**config.mk**
```make
export PLATFORM = sky130hd
export DESIGN_NAME = dspq_ctrl
export DESIGN_NICKNAME = d
export VERILOG_FILES = /design/src/rtl/dspq_pkg.sv /design/src/rtl/dspq_ctrl.sv
export SDC_FILE = /design/constraint.sdc
export NUM_CORES = 1
export LEC_CHECK = 0
export BUFFER_PORTS_ARGS = -buffer_cell sky130_fd_sc_hd__buf_2
export CAP_MARGIN = 30
export CORE_AREA = 8 8 45 47
export CTS_CLUSTER_DIAMETER = 40
export DETAILED_ROUTE_END_ITERATION = 10
export DIE_AREA = 0 0 53 55
export GPL_TIMING_DRIVEN = 0
export HOLD_SLACK_MARGIN = 0.02
export PLACE_DENSITY = 0.71
export RECOVER_POWER = 100
export SETUP_SLACK_MARGIN = 0.1
export SLEW_MARGIN = 20
export SYNTH_ARGS = -nofsm -noshare
export SYNTH_HDL_FRONTEND = slang
export SYNTH_SLANG_ARGS = --single-unit
```
**constraint.sdc**
```tcl
create_clock -name clock -period 3.75 [get_ports clock]
set_input_delay 0 -clock clock [delete_from_list [all_inputs] [get_ports clock]]
set_output_delay 0 -clock clock [all_outputs]
set_load 0.1 [all_outputs]
```
**src/rtl/dspq_pkg.sv**
```systemverilog
// shared types, constants and index helpers for the dedup sorted priority queue
package dspq_pkg;

   localparam int OPEN_DEPTH    = 64;
   localparam int VISITED_DEPTH = 256;
   localparam int OPEN_AW       = $clog2(OPEN_DEPTH);
   localparam int OPEN_CW       = $clog2(OPEN_DEPTH + 1);
   localparam int VIS_AW        = $clog2(VISITED_DEPTH);
   localparam int VIS_CW        = $clog2(VISITED_DEPTH + 1);
   localparam int KEY_W         = 32;
   localparam int COST_W        = 16;
   localparam int ENTRY_W       = KEY_W + COST_W;

   typedef enum logic {
      CMD_PUSH = 1'b0,
      CMD_POP  = 1'b1
   } command_type;

   typedef enum logic [2:0] {
      ST_POPPED       = 3'd0,
      ST_EMPTY        = 3'd1,
      ST_PUSHED       = 3'd2,
      ST_DUP          = 3'd3,
      ST_OPEN_FULL    = 3'd4,
      ST_VISITED_FULL = 3'd5
   } status_type;

   typedef enum logic [3:0] {
      S_IDLE,
      S_DECODE,
      S_V_RD,
      S_V_CHK,
      S_O_RD,
      S_O_CHK,
      S_I_RD,
      S_I_CHK,
      S_P_CHK,
      S_RESP
   } fsm_type;

   typedef struct packed {
      logic       latch;
      logic       scan_init;
      logic       v_adv;
      logic       o_adv;
      logic       ins_rd;
      logic       ins_shift;
      logic       ins_put;
      logic       pop_rd;
      logic       pop_commit;
      logic       set_res;
      status_type code;
      logic       load_rsp;
   } cmd_type;

   typedef struct packed {
      logic is_pop;
      logic v_done;
      logic v_match;
      logic o_done;
      logic o_match;
      logic open_full;
      logic open_empty;
      logic vis_full;
      logic ins_front;
      logic ins_stop;
      logic rsp_free;
   } stat_type;

   function automatic logic [OPEN_AW-1:0] open_next(input logic [OPEN_AW-1:0] idx);
      return (idx == OPEN_AW'(OPEN_DEPTH - 1)) ? '0 : idx + 1'b1;
   endfunction

   function automatic logic [OPEN_AW-1:0] open_prev(input logic [OPEN_AW-1:0] idx);
      return (idx == '0) ? OPEN_AW'(OPEN_DEPTH - 1) : idx - 1'b1;
   endfunction

endpackage

```
**src/rtl/dspq_ctrl.sv**
```systemverilog
// controller state machine sequencing scans, insertion and pop
module dspq_ctrl import dspq_pkg::*; (
   input  logic     clock,
   input  logic     reset,
   input  logic     req_valid,
   output logic     req_ready,
   input  stat_type stat,
   output cmd_type  cmd
);

   fsm_type state_ff, state_in;

   always_ff @(posedge clock) begin
      if (reset) begin
         state_ff <= S_IDLE;
      end else begin
         state_ff <= state_in;
      end
   end

   always_comb begin
      state_in  = state_ff;
      cmd       = '0;
      cmd.code  = ST_POPPED;
      req_ready = 1'b0;
      unique case (state_ff)
         S_IDLE: begin
            req_ready = 1'b1;
            if (req_valid) begin
               cmd.latch = 1'b1;
               state_in  = S_DECODE;
            end
         end
         S_DECODE: begin
            cmd.scan_init = 1'b1;
            if (stat.is_pop) begin
               if (stat.open_empty) begin
                  cmd.set_res = 1'b1;
                  cmd.code    = ST_EMPTY;
                  state_in    = S_RESP;
               end else if (stat.vis_full) begin
                  cmd.set_res = 1'b1;
                  cmd.code    = ST_VISITED_FULL;
                  state_in    = S_RESP;
               end else begin
                  cmd.pop_rd = 1'b1;
                  state_in   = S_P_CHK;
               end
            end else begin
               state_in = S_V_RD;
            end
         end
         S_V_RD: begin
            state_in = stat.v_done ? S_O_RD : S_V_CHK;
         end
         S_V_CHK: begin
            if (stat.v_match) begin
               cmd.set_res = 1'b1;
               cmd.code    = ST_DUP;
               state_in    = S_RESP;
            end else begin
               cmd.v_adv = 1'b1;
               state_in  = S_V_RD;
            end
         end
         S_O_RD: begin
            if (!stat.o_done) begin
               state_in = S_O_CHK;
            end else if (stat.open_full) begin
               cmd.set_res = 1'b1;
               cmd.code    = ST_OPEN_FULL;
               state_in    = S_RESP;
            end else begin
               state_in = S_I_RD;
            end
         end
         S_O_CHK: begin
            if (stat.o_match) begin
               cmd.set_res = 1'b1;
               cmd.code    = ST_DUP;
               state_in    = S_RESP;
            end else begin
               cmd.o_adv = 1'b1;
               state_in  = S_O_RD;
            end
         end
         S_I_RD: begin
            if (stat.ins_front) begin
               cmd.ins_put = 1'b1;
               cmd.set_res = 1'b1;
               cmd.code    = ST_PUSHED;
               state_in    = S_RESP;
            end else begin
               cmd.ins_rd = 1'b1;
               state_in   = S_I_CHK;
            end
         end
         S_I_CHK: begin
            if (stat.ins_stop) begin
               cmd.ins_put = 1'b1;
               cmd.set_res = 1'b1;
               cmd.code    = ST_PUSHED;
               state_in    = S_RESP;
            end else begin
               cmd.ins_shift = 1'b1;
               state_in      = S_I_RD;
            end
         end
         S_P_CHK: begin
            cmd.pop_commit = 1'b1;
            cmd.set_res    = 1'b1;
            cmd.code       = ST_POPPED;
            state_in       = S_RESP;
         end
         S_RESP: begin
            if (stat.rsp_free) begin
               cmd.load_rsp = 1'b1;
               state_in     = S_IDLE;
            end
         end
         default: state_in = S_IDLE;
      endcase
   end

endmodule

```
# --- Word level (Yosys, flattened, before mapping) ---
# Index checks and enable logic that the tools add are counted.
# Widths: inputs -> output; s select.
totals:
  register_bits: 4
  inputBits: 14
  out_inout_bits: 15
  elab_cells: 59
classes:
  n_eq_ne: 11
  mux: 45
  n_reduce_logical: 2
ops:
  columns: ["cell", "n"]
  rows:
  - ["$mux 4", 18]
  - ["$pmux 4 s10", 1]
  - ["$pmux 4 s7", 1]
  - ["$mux 1", 23]
  - ["$eq 4x3->1 const B", 4]
  - ["$eq 4x2->1 const B", 2]
  - ["$eq 4x4->1 const B", 2]
  - ["$eq 4x1->1 const B", 1]
  - ["$logic_not 4->1", 1]
  - ["$ne 2x2->1 const B", 2]
  - ["$mux 3", 1]
  - ["$pmux 1 s2", 1]
  - ["$reduce_and 2->1", 1]

# --- Longest topological paths before layout ---
# Gate-level depths: netlist of the first run.
logic_depth:
  depth_word: 4
  ltp_mapped: 5
  mapped_depth_nobuf: 4

# --- Least setup slack after synthesis of the first run ---
# Ideal clock, no wire load.
synth_timing:
  kind: "reg-to-output"
  start: "reg state_ff[1]"
  end: "out cmd[13] (netlist bit)"
  t_arrival_ns: 4.466
  path_slack_ns: -0.716
  stages_incl_launch_ff: 4
  path_cell_list: "dfxtp_1 > buf_6 > nor4_1 > and2_1"
synth_lines:
  columns: ["element", "line_no", "source"]
  rows:
  - ["start: declaration", "dspq_ctrl.sv:11", "fsm_type state_ff, state_in;"]
  - ["start signal: assignment", "dspq_ctrl.sv:17", "state_ff <= state_in;"]
  - ["end: declaration", "dspq_ctrl.sv:8", "output cmd_type cmd"]

==> metrics.yaml, run 1 <==
outcome:
  status: "complete, no violations"
global_route:
  grt_max_degree: 11
  antenna_found_initial: 0
  grt_pass1_wl_um: 2730
  use_met1: 0.139
  grt_pass1_vias: 649
  grt_use_met3: 0.0160
  grt_usage: 0.122
  use_met2: 0.213
  overflow: 0
  grt.busiest_layer: "met2"
cts:
  root_buffer: "clkbuf_4"
  htreeDepth: 1
  ctsLongestPathBuffers: 2
  cts_buffers: 3
  clock_latency_ns: 0.23
  cts_tree: "yes"
  cts.sinks: 4
  path_clk_slew_ns: 0.03
pwr:
  peakVddDrop_uv: 267
  p_leak_uw: 0.000268
  powerDensity_mw_per_mm2: 471
route:
  drtAntennaViolNets: 0
  drc: 0
  routed_wl_um: 1670
  drt-initial-drc-count: 6
  viasPerCell: 5.57
  first_pass_iters: 4
  vias: 641
  wl_per_cell_um: 14.5
synthesis:
  ys_ff_latch: 4
  synth_cells: 67
  yosysUniqueCellTypes: 32
  ys_warn_count: 0
  yosys.area.top_type: "dfxtp_1"
  syn_area_um2: 504
  synth_area_leaders: "dfxtp_1, nor4b_2, nor2_1"
  synth_top_area_frac: 0.159
  ys_seq_area_frac: 0.159
  syn_area_per_cell_um2: 7.53
  synth_fp_nets: 81
cells_and_area:
  fill_cells: 154
  fin_nets: 115
  drive_gt1_frac: 0.273
  area_growth_pct: 36.2
  diodes: 0
  largest_register: "state_ff"
  largestRegisters: "state_ff (4)"
  largest_reg_flops: 4
sta:
  setup_viol: 0
  setup_tns_ns: 0
  slew_headroom: 0.212
  max_freq_mhz: 408
  hold_violations: 0
  rsz0062_at_grt: "no"
  worst_hold_slack_ns: 0.107
  tightest_slew_ns: 1.19
  period_minus_slack_ns: 2.45
  skew_ns: 0.000988
  fin_crit_sh: 0.654
  slew_violations: 0
die:
  num_io_pins: 29
  coreArea_mm2: 0.00138
  die_w_um: 53
  die_h_um: 55
  die_area_mm2: 0.00292
  initial_core_util: 0.364
  rows: 14
setup_path:
  worstSetupPathType: "reg2out"
  end_kind: "output pin"
  required_ns: 3.75
  crit_path_max_fanout: 10
  setup.worst_path.start_class: "register"
  arrival_ns: 2.45
min_path:
  min_path_type: "in2reg"
run:
  maxCapViolations: 0
placed_design:
  port_buffers: 28
  gp_congestion: 0.830
  dp_hpwl_um: 1330
## final cells by class
class | count | area [um2] | share of cell area
multi-input cells | 57 | 394 | 0.574
repair buffers | 29 | 131 | 0.191
flip-flops and latches | 4 | 80.1 | 0.117
plain buffers | 4 | 31.3 | 0.0455
clock buffers | 3 | 22.5 | 0.0328
well taps | 16 | 20.0 | 0.0291
inverters | 2 | 7.51 | 0.0109
## through the flow
stage	std cells	setup slack [ns]	area, um2	power (uW)	util
floorplan	67	0.277	517	237	-
global placement	111	2.20	677	274	0.489
finish	115	1.30	687	323	0.496
CTS	115	1.91	709	330	0.513
detailed placement	111	2.16	677	276	0.489
global route	115	1.13	687	340	0.496
## placed cells by master (no fill, tap or decap), types with 2 or more instances in the layout
cell type and instances:
nand2b_1 4, clkbuf_1 16, nor3_1 5, dfxtp_1 4, nor2_1 8, nand3b_1 3, buf_2 14, nand2_1 4
nand3_1 2, nor4_1 2, and3_1 2, nor2b_1 3, o21a_1 2, buf_6 2, a21oi_1 4, nor4b_2 3
clkbuf_4 3, a311oi_1 2
## cells in the mapped netlist
master and number:
nor4b_1 1, o311ai_0 1, nand2_1 4, mux2_2 1, buf_2 2, and2_1 1
a21oi_1 4, mux2i_1 1, and4_1 1, o21a_1 2, nor3_1 5, nor2_1 7
inv_2 1, and3_1 2, nand4b_1 1, nor4b_2 2, nand3_1 2, o221ai_1 1
nor2_2 1, inv_1 1, o2111ai_1 1, nand2b_1 4, nor4_1 3, a21o_1 1
buf_6 2, nand3b_1 3, nor2b_1 3, nor3_2 1, a41oi_2 1, dfxtp_1 4
a311oi_1 2, o21bai_1 1
## metal layers
metal | up-vias | wire [um]
met5 | - | 0
met4 | 0 | 30
met3 | 2 | 93
met2 | 15 | 846
met1 | 303 | 701
li1 | 321 | -
## where the power goes
| part | switching, uW | leakage, uW | internal [uW] | total (uW) |
|---|---|---|---|---|
| clock | 15.2 | 0.0000138 | 35.6 | 50.9 |
| sequential | 9.03 | 0.0000327 | 47.9 | 57.0 |
| combinational | 170 | 0.000221 | 45.4 | 216 |
| total | 194 | 0.000268 | 129 | 323 |
## path summary, 6_finish.rpt
path,from,endpoint,slack (ns),cells past startpoint
worst max-delay path,state_ff[2]$_SDFFE_PP0P_,cmd[4],1.30,6
worst min-delay path,stat[5],state_ff[2]$_SDFFE_PP0P_,0.11,4
worst max register to register,state_ff[2]$_SDFFE_PP0P_,state_ff[3]$_SDFFE_PP0P_,2.26,5
worst min register to register,state_ff[1]$_SDFFE_PP0P_,state_ff[2]$_SDFFE_PP0P_,0.72,3
## repair_timing
action | 4_1_cts | 5_1_grt
hold buffers | 1 | 0
gates resized for setup | 0 | 0
buffers inserted | 0 | 0
endpoints found under the hold margin | 3 | 0
## critical path, stage by stage (launching register included)
cell and delay [ns]:
dfxtp_1 0.39, clkbuf_1 0.36, nand2_1 0.18, nor3_2 0.23, nor2_1 0.11, nand3_1 0.09, clkbuf_1 0.87
## kinds of logic (layout without fill, tap and decap cells)
logic type / Yosys count / count (layout) / synth area share
simple gates: 41 / 41 / 0.501
compound gates: 14 / 14 / 0.218
buf+inv: 6 / 38 / 0.0794
flops: 4 / 4 / 0.159
mux: 2 / 2 / 0.0422
Note: power is estimated with default switching activity, not from simulation.
==> run 2: changes to the inputs <==
==> constraint.sdc (replaced) <==
create_clock -name clock -period 2.32 [get_ports clock]
set_input_delay 0 -clock clock [delete_from_list [all_inputs] [get_ports clock]]
set_output_delay 0 -clock clock [all_outputs]
set_load 0.1 [all_outputs]
==> run 2 against run 1 <==
  * Clock power grew 64%
  * Register-to-register slack worse by 1.6 ns
  * Sequential power increased by 61%
  * Wire length is 3.7% higher
  * Critical path depth is the same
  * Sequential cell count unchanged
  * Final area up 12%
  * Critical endpoint unchanged
  * Largest power group unchanged
  * Highest routed layer unchanged
==> metrics.yaml, run 2 (synthesized netlist as in run 1, its figures left out) <==
placed_design:
  port_buffers: 28  # unchanged
  place_inst: 111  # unchanged
  gp_congestion: 0.815  # -1.8%
  dp_hpwl_um: 1370  # +3.3%
sta:
  setup_viol: 0  # unchanged
  fin_crit_sh: 0.892
  setup_tns_ns: 0  # unchanged
  worst_hold_slack_ns: 0.112  # +0.00595 ns
  skew_ns: 0.00212  # +0.00113 ns
  period_minus_slack_ns: 2.07
  tightest_slew_ns: 1.17  # -0.0154 ns
  slew_headroom: 0.223  # +0.0102
  slew_violations: 0  # unchanged
  hold_violations: 0  # unchanged
  rsz0062_at_grt: "no"
  max_freq_mhz: 483
route:
  viasPerCell: 5.57  # -0.16%
  drc: 0  # unchanged
  wl_met2_um: 854  # +0.95%
  first_pass_iters: 4  # unchanged
  vias: 640  # -0.16%
  highest_layer: "met4"
  drt-initial-drc-count: 14  # +8
  routed_wl_um: 1730  # +3.7%
  wl_met3_um: 116  # +25%
  met1Wirelength_um: 748  # +6.7%
  drtAntennaViolNets: 0  # unchanged
  wl_per_cell_um: 15.1  # +3.7%
cells_and_area:
  diodes: 0  # unchanged
  final_common_cell: "buf_2"
  largestRegisters: "state_ff (4)"
  finalNonFillerCells: 115  # unchanged
  utilization: 0.558  # +0.0615
  layout_common_cells: "buf_2, clkbuf_2, nor2_1"
  largest_reg_flops: 4  # unchanged
  largest_register: "state_ff"
  drive_gt1_frac: 0.485  # +0.212
  fin_nets: 115  # unchanged
  area_growth_pct: 53.1
pwr:
  finalPower_uw: 550  # +70%
  p_leak_uw: 0.000326  # +22%
  powerDensity_mw_per_mm2: 712  # +51%
  peakVddDrop_uv: 336  # +26%
cts:
  clock_latency_ns: 0.23  # about the same
  cts_tree: "yes"
  cts.sinks: 4  # unchanged
  root_buffer: "clkbuf_4"
  htreeDepth: 1  # unchanged
  post_cts_buffers: 0  # unchanged
  cts_buffers: 3  # unchanged
  path_clk_slew_ns: 0.04  # about the same
  ctsLongestPathBuffers: 2  # unchanged
setup_path:
  arrival_ns: 2.07  # -0.38 ns
  r2r-end: "state_ff[3]$_SDFFE_PP0P_"
  worstRegToRegCells: 5  # unchanged
  worstSetupPathType: "reg2out"
  setup.worst_path.start_class: "register"
  r2r-start: "state_ff[0]$_SDFFE_PP0P_"
  end_kind: "output pin"
  regToRegSetupSlack_ns: 0.68  # -1.58 ns
  crit_path_max_fanout: 10  # unchanged
  required_ns: 2.32  # -1.43 ns
global_route:
  grt_pass1_vias: 613  # -5.5%
  overflow: 0  # unchanged
  antenna_found_initial: 0  # unchanged
  grt_pass1_wl_um: 2690  # -1.2%
  grt_usage: 0.118  # -0.00450
  grt_max_degree: 11  # unchanged
die:
  die_w_um: 53  # unchanged
  num_io_pins: 29  # unchanged
  initial_core_util: 0.364  # unchanged
  coreArea_mm2: 0.00138  # unchanged
  die_area_mm2: 0.00292  # unchanged
  rows: 14  # unchanged
  die_h_um: 55  # unchanged
min_path:
  min_path_type: "in2reg"
  worstHoldStart: "stat[7]"
  min_delay_path_depth: 4  # unchanged
  hold-path-endpoint: "state_ff[2]$_SDFFE_PP0P_"
run:
  maxCapViolations: 0  # unchanged
outcome:
  status: "complete, no violations"
## run 2: cell count changes in the layout (fill, tap and decap cells not counted), moves of 2 or more
cell / change
nor4_4: +2
nor3_1: -4
clkbuf_1: -14
buf_2: +2
nor3_2: +3
clkbuf_2: +12
## run 2: through the flow
stage | cell area (um2) | setup slack (ns)
3_3_place_gp | 744 | 0.666
5_1_grt | 772 | 0.132
6_report | 772 | 0.251
3_5_place_dp | 744 | 0.644
2_1_floorplan | 584 | -0.168
4_1_cts | 777 | 0.385
## run 2: timing repair
item,in CTS,in global routing
hold endpoints to repair,3,0
hold buffers,1,0
resized for setup,0,0
## run 2: cell type report
cell class	instances	area, um2
buffer	4	32.5
multi-input combinational	57	458
tap	16	20.0
sequential	4	80.1
timing repair buffer	29	148
fill	140	612
inverter	2	11.3
clock buffer	3	22.5
## run 2: power breakdown
part | switching, uW | leakage [uW] | total (uW) | internal (uW)
Clock | 25.6 | 0.0000138 | 83.3 | 57.7
Sequential | 14.3 | 0.0000327 | 91.8 | 77.5
Combinational | 291 | 0.000279 | 375 | 83.5
Total | 331 | 0.000326 | 550 | 219
## run 2: critical path: stages, from the launching register on
cell	delay, ns
dfxtp_1	0.43
buf_6	0.19
mux2i_1	0.33
nor3_4	0.06
nor2_1	0.32
nand3_2	0.12
clkbuf_2	0.39
## run 2: worst max path at each step
stage                                         from       to  slack [ns]
after CTS                 state_ff[2]$_SDFFE_PP0P_   cmd[4]        0.38
after global routing      state_ff[0]$_SDFFE_PP0P_   cmd[4]        0.13
after detailed placement  state_ff[2]$_SDFFE_PP0P_   cmd[4]        0.64
final                     state_ff[0]$_SDFFE_PP0P_   cmd[4]        0.25
after floorplan           state_ff[1]$_SDFFE_PP0P_  cmd[13]       -0.17
after global placement    state_ff[2]$_SDFFE_PP0P_   cmd[4]        0.67
## run 2: per-layer routing
metal  vias to the layer above  GRT usage
met5                         -          0
met1                       294      0.134
met4                         0     0.0733
met3                         4     0.0214
li1                        321          -
met2                        21      0.201
==> run 3: changes to the inputs <==
--- a/config.mk
+++ b/config.mk
@@ -5,6 +5,7 @@
 export SDC_FILE = /design/constraint.sdc
 export NUM_CORES = 1
 export LEC_CHECK = 0
+export ABC_AREA = 1
 export BUFFER_PORTS_ARGS = -buffer_cell sky130_fd_sc_hd__buf_2
 export CAP_MARGIN = 30
 export CORE_AREA = 8 8 45 47
@@ -13,7 +14,7 @@
 export DIE_AREA = 0 0 53 55
 export GPL_TIMING_DRIVEN = 0
 export HOLD_SLACK_MARGIN = 0.02
-export PLACE_DENSITY = 0.71
+export PLACE_DENSITY = 0.68
 export RECOVER_POWER = 100
 export SETUP_SLACK_MARGIN = 0.1
 export SLEW_MARGIN = 20
==> run 3 against run 2 <==
  * Register-to-register slack gained 0.14 ns
  * Non-clock buffer count shrank 3
  * Sequential cell count is the same
  * Cell count grew 20%
  * Sequential share of layout area grew 1.2 points
  * Global-route usage shrank 0.21 points
  * Final area shrank 10%
  * Critical path type unchanged
==> metrics.yaml, run 3 <==
outcome:
  status: "complete, no violations"
cts:
  htreeDepth: 1  # unchanged
  cts_tree: "yes"
  post_cts_buffers: 0  # unchanged
  cts_buffers: 3  # unchanged
  ctsLongestPathBuffers: 2  # unchanged
  root_buffer: "clkbuf_4"
  clock_latency_ns: 0.24  # about the same
  path_clk_slew_ns: 0.03  # about the same
  cts.sinks: 4  # unchanged
synthesis:
  syn_area_um2: 473  # -6.2%
  yosysUniqueCellTypes: 16  # -50%
  synth_area_leaders: "dfxtp_1, nand2_1, inv_1"
  ys_seq_area_frac: 0.169  # +0.0105
  async_reset_ff_frac: 0  # unchanged
  yosys.area.top_type: "dfxtp_1"
  syn_area_per_cell_um2: 5.26  # -30%
  synth_fp_nets: 104  # +28%
  synth_cells: 90  # +34%
  ys_ff_latch: 4  # unchanged
  synth_top_area_frac: 0.169  # +0.0105
  ys_warn_count: 0  # unchanged
  yosysMostFrequentCell: "nand2_1"
  ys.flop_type: "dfxtp_1"
  synth_edf_count: 0  # unchanged
  synthTopCellsByCount: "nand2_1, inv_1, nor2_1"
cells_and_area:
  largest_register: "state_ff"
  diodes: 0  # unchanged
  largest_reg_flops: 4  # unchanged
  largestRegisters: "state_ff (4)"
  layout_common_cells: "nand2_1, inv_1, nor2_1"
  area_growth_pct: 46.6
  drive_gt1_frac: 0.246  # -0.239
  design_area_um2: 693  # -10%
  final_common_cell: "nand2_1"
  fin_nets: 138  # +20%
global_route:
  antenna_found_initial: 0  # unchanged
  grt_pass1_vias: 649  # +5.9%
  overflow: 0  # unchanged
  grt_max_degree: 9  # -2
  grt_pass1_wl_um: 2620  # -2.8%
  grt_usage: 0.116  # -0.00212
setup_path:
  r2r-end: "state_ff[0]$_SDFFE_PP0P_"
  regToRegSetupSlack_ns: 0.82  # +0.14 ns
  crit_path_max_fanout: 8  # -2
  slowest_delay_ns: 0.87  # +0.44 ns
  critical-path-slowest-cell: "clkbuf_1"
  cp-startpoint: "state_ff[1]$_SDFFE_PP0P_"
  end_kind: "output pin"
  required_ns: 2.32  # about the same
  r2r-start: "state_ff[2]$_SDFFE_PP0P_"
  cp.buffers_inverters: 2  # unchanged
  cp_top_family: "buffers and inverters"
  crit_path_frequent_cell: "nor2_1"
  path_cells: "buf_6 > nor2_1 > nand2_1 > nor2_1 > clkbuf_1"
  worstRegToRegCells: 8  # +3
  arrival_ns: 2.01  # -0.06 ns
  worstSetupPathType: "reg2out"
  setup.worst_path.start_class: "register"
route:
  viasPerCell: 4.88  # -12%
  first_pass_iters: 4  # unchanged
  drc: 0  # unchanged
  drtAntennaViolNets: 0  # unchanged
  vias: 673  # +5.2%
  routed_wl_um: 1540  # -11%
  drt-initial-drc-count: 13  # -1
  wl_per_cell_um: 11.2  # -26%
die:
  initial_core_util: 0.342  # -0.0226
  die_w_um: 53  # unchanged
  coreArea_mm2: 0.00138  # unchanged
  die_area_mm2: 0.00292  # unchanged
  die_h_um: 55  # unchanged
  num_io_pins: 29  # unchanged
  rows: 14  # unchanged
min_path:
  min_path_type: "in2reg"
  worstHoldStart: "stat[9]"
  min_delay_path_depth: 3  # -1
  hold-path-endpoint: "state_ff[2]$_SDFFE_PP0P_"
pwr:
  powerDensity_mw_per_mm2: 1350  # +89%
  peakVddDrop_uv: 809  # +140%
  p_leak_uw: 0.000432  # +32%
placed_design:
  port_buffers: 28  # unchanged
  dp_hpwl_um: 1320  # -4.0%
  dpl_cell_area_um2: 679  # -8.7%
  gp_congestion: 0.815  # about the same
sta:
  fin_crit_sh: 0.867  # -0.0253
  tightest_slew_ns: 1.16  # -0.00727 ns
  hold_violations: 0  # unchanged
  skew_ns: 0.00320  # +0.00108 ns
  period_minus_slack_ns: 2.01  # -0.0586 ns
  slew_headroom: 0.228  # +0.00483
  rsz0062_at_grt: "no"
  max_freq_mhz: 497  # +2.9%
  setup_viol: 0  # unchanged
  slew_violations: 0  # unchanged
  setup_tns_ns: 0  # unchanged
run:
  maxCapViolations: 0  # unchanged
-- run 3: final cells by class --
class,instances,area [um2]
Fill cell,164,691
Sequential cell,4,80.1
Multi-Input combinational cell,65,343
Timing Repair Buffer,29,141
Tap cell,16,20.0
Buffer,1,11.3
Inverter,20,75.1
Clock buffer,3,22.5
-- run 3: logic make-up after synthesis --
logic type / count (synthesis) / share of synthesized area
AND/OR/NAND/NOR: 61 / 0.598
flip-flops: 4 / 0.169
buffers and inverters: 21 / 0.183
AO/OA/AOI/OAI: 4 / 0.0503
-- run 3: timing repair --
item	in CTS	in global routing
hold buffers	1	0
endpoints found under the hold margin	3	0
resized for setup	0	0
-- run 3: power by group --
part / switching [uW] / leakage [uW] / internal [uW] / total (uW)
registers: 18.9 / 0.0000327 / 88.9 / 108
logic: 617 / 0.000385 / 120 / 738
clock network: 29.3 / 0.0000138 / 57.9 / 87.2
total: 666 / 0.000432 / 267 / 933
-- run 3: through the flow --
step                power (uW)   util  setup slack [ns]  cells  hold WS [ns]
global placement           857  0.491             0.733    134         0.212
detailed placement         859  0.491             0.740    134         0.215
CTS                        950  0.514             0.481    138        0.0799
finish                     933  0.501             0.309    138        0.0816
floorplan                  742      -            0.0371     90        0.0691
global route               991  0.501             0.188    138         0.110
-- run 3: layer usage --
metal / vias to the layer above / wire length, um / track usage
li1: 358 / - / -
met1: 287 / 697 / 0.138
met2: 26 / 714 / 0.193
met3: 2 / 115 / 0.0348
met4: 0 / 13 / 0.0388
met5: - / 0 / 0
-- run 3: worst min-delay path: stages --
cell and delay (ns):
buf_2 0.10, nand4_1 0.08, a31oi_1 0.08
-- run 3: how the worst max path moves through the flow --
stage | endpoint | slack, ns | cells after the start
2_1_floorplan | cmd[3] | 0.04 | 6
3_3_place_gp | cmd[4] | 0.73 | 7
3_5_place_dp | cmd[4] | 0.74 | 7
4_1_cts | cmd[4] | 0.48 | 7
5_1_grt | cmd[4] | 0.19 | 7
6_report | cmd[13] | 0.31 | 5
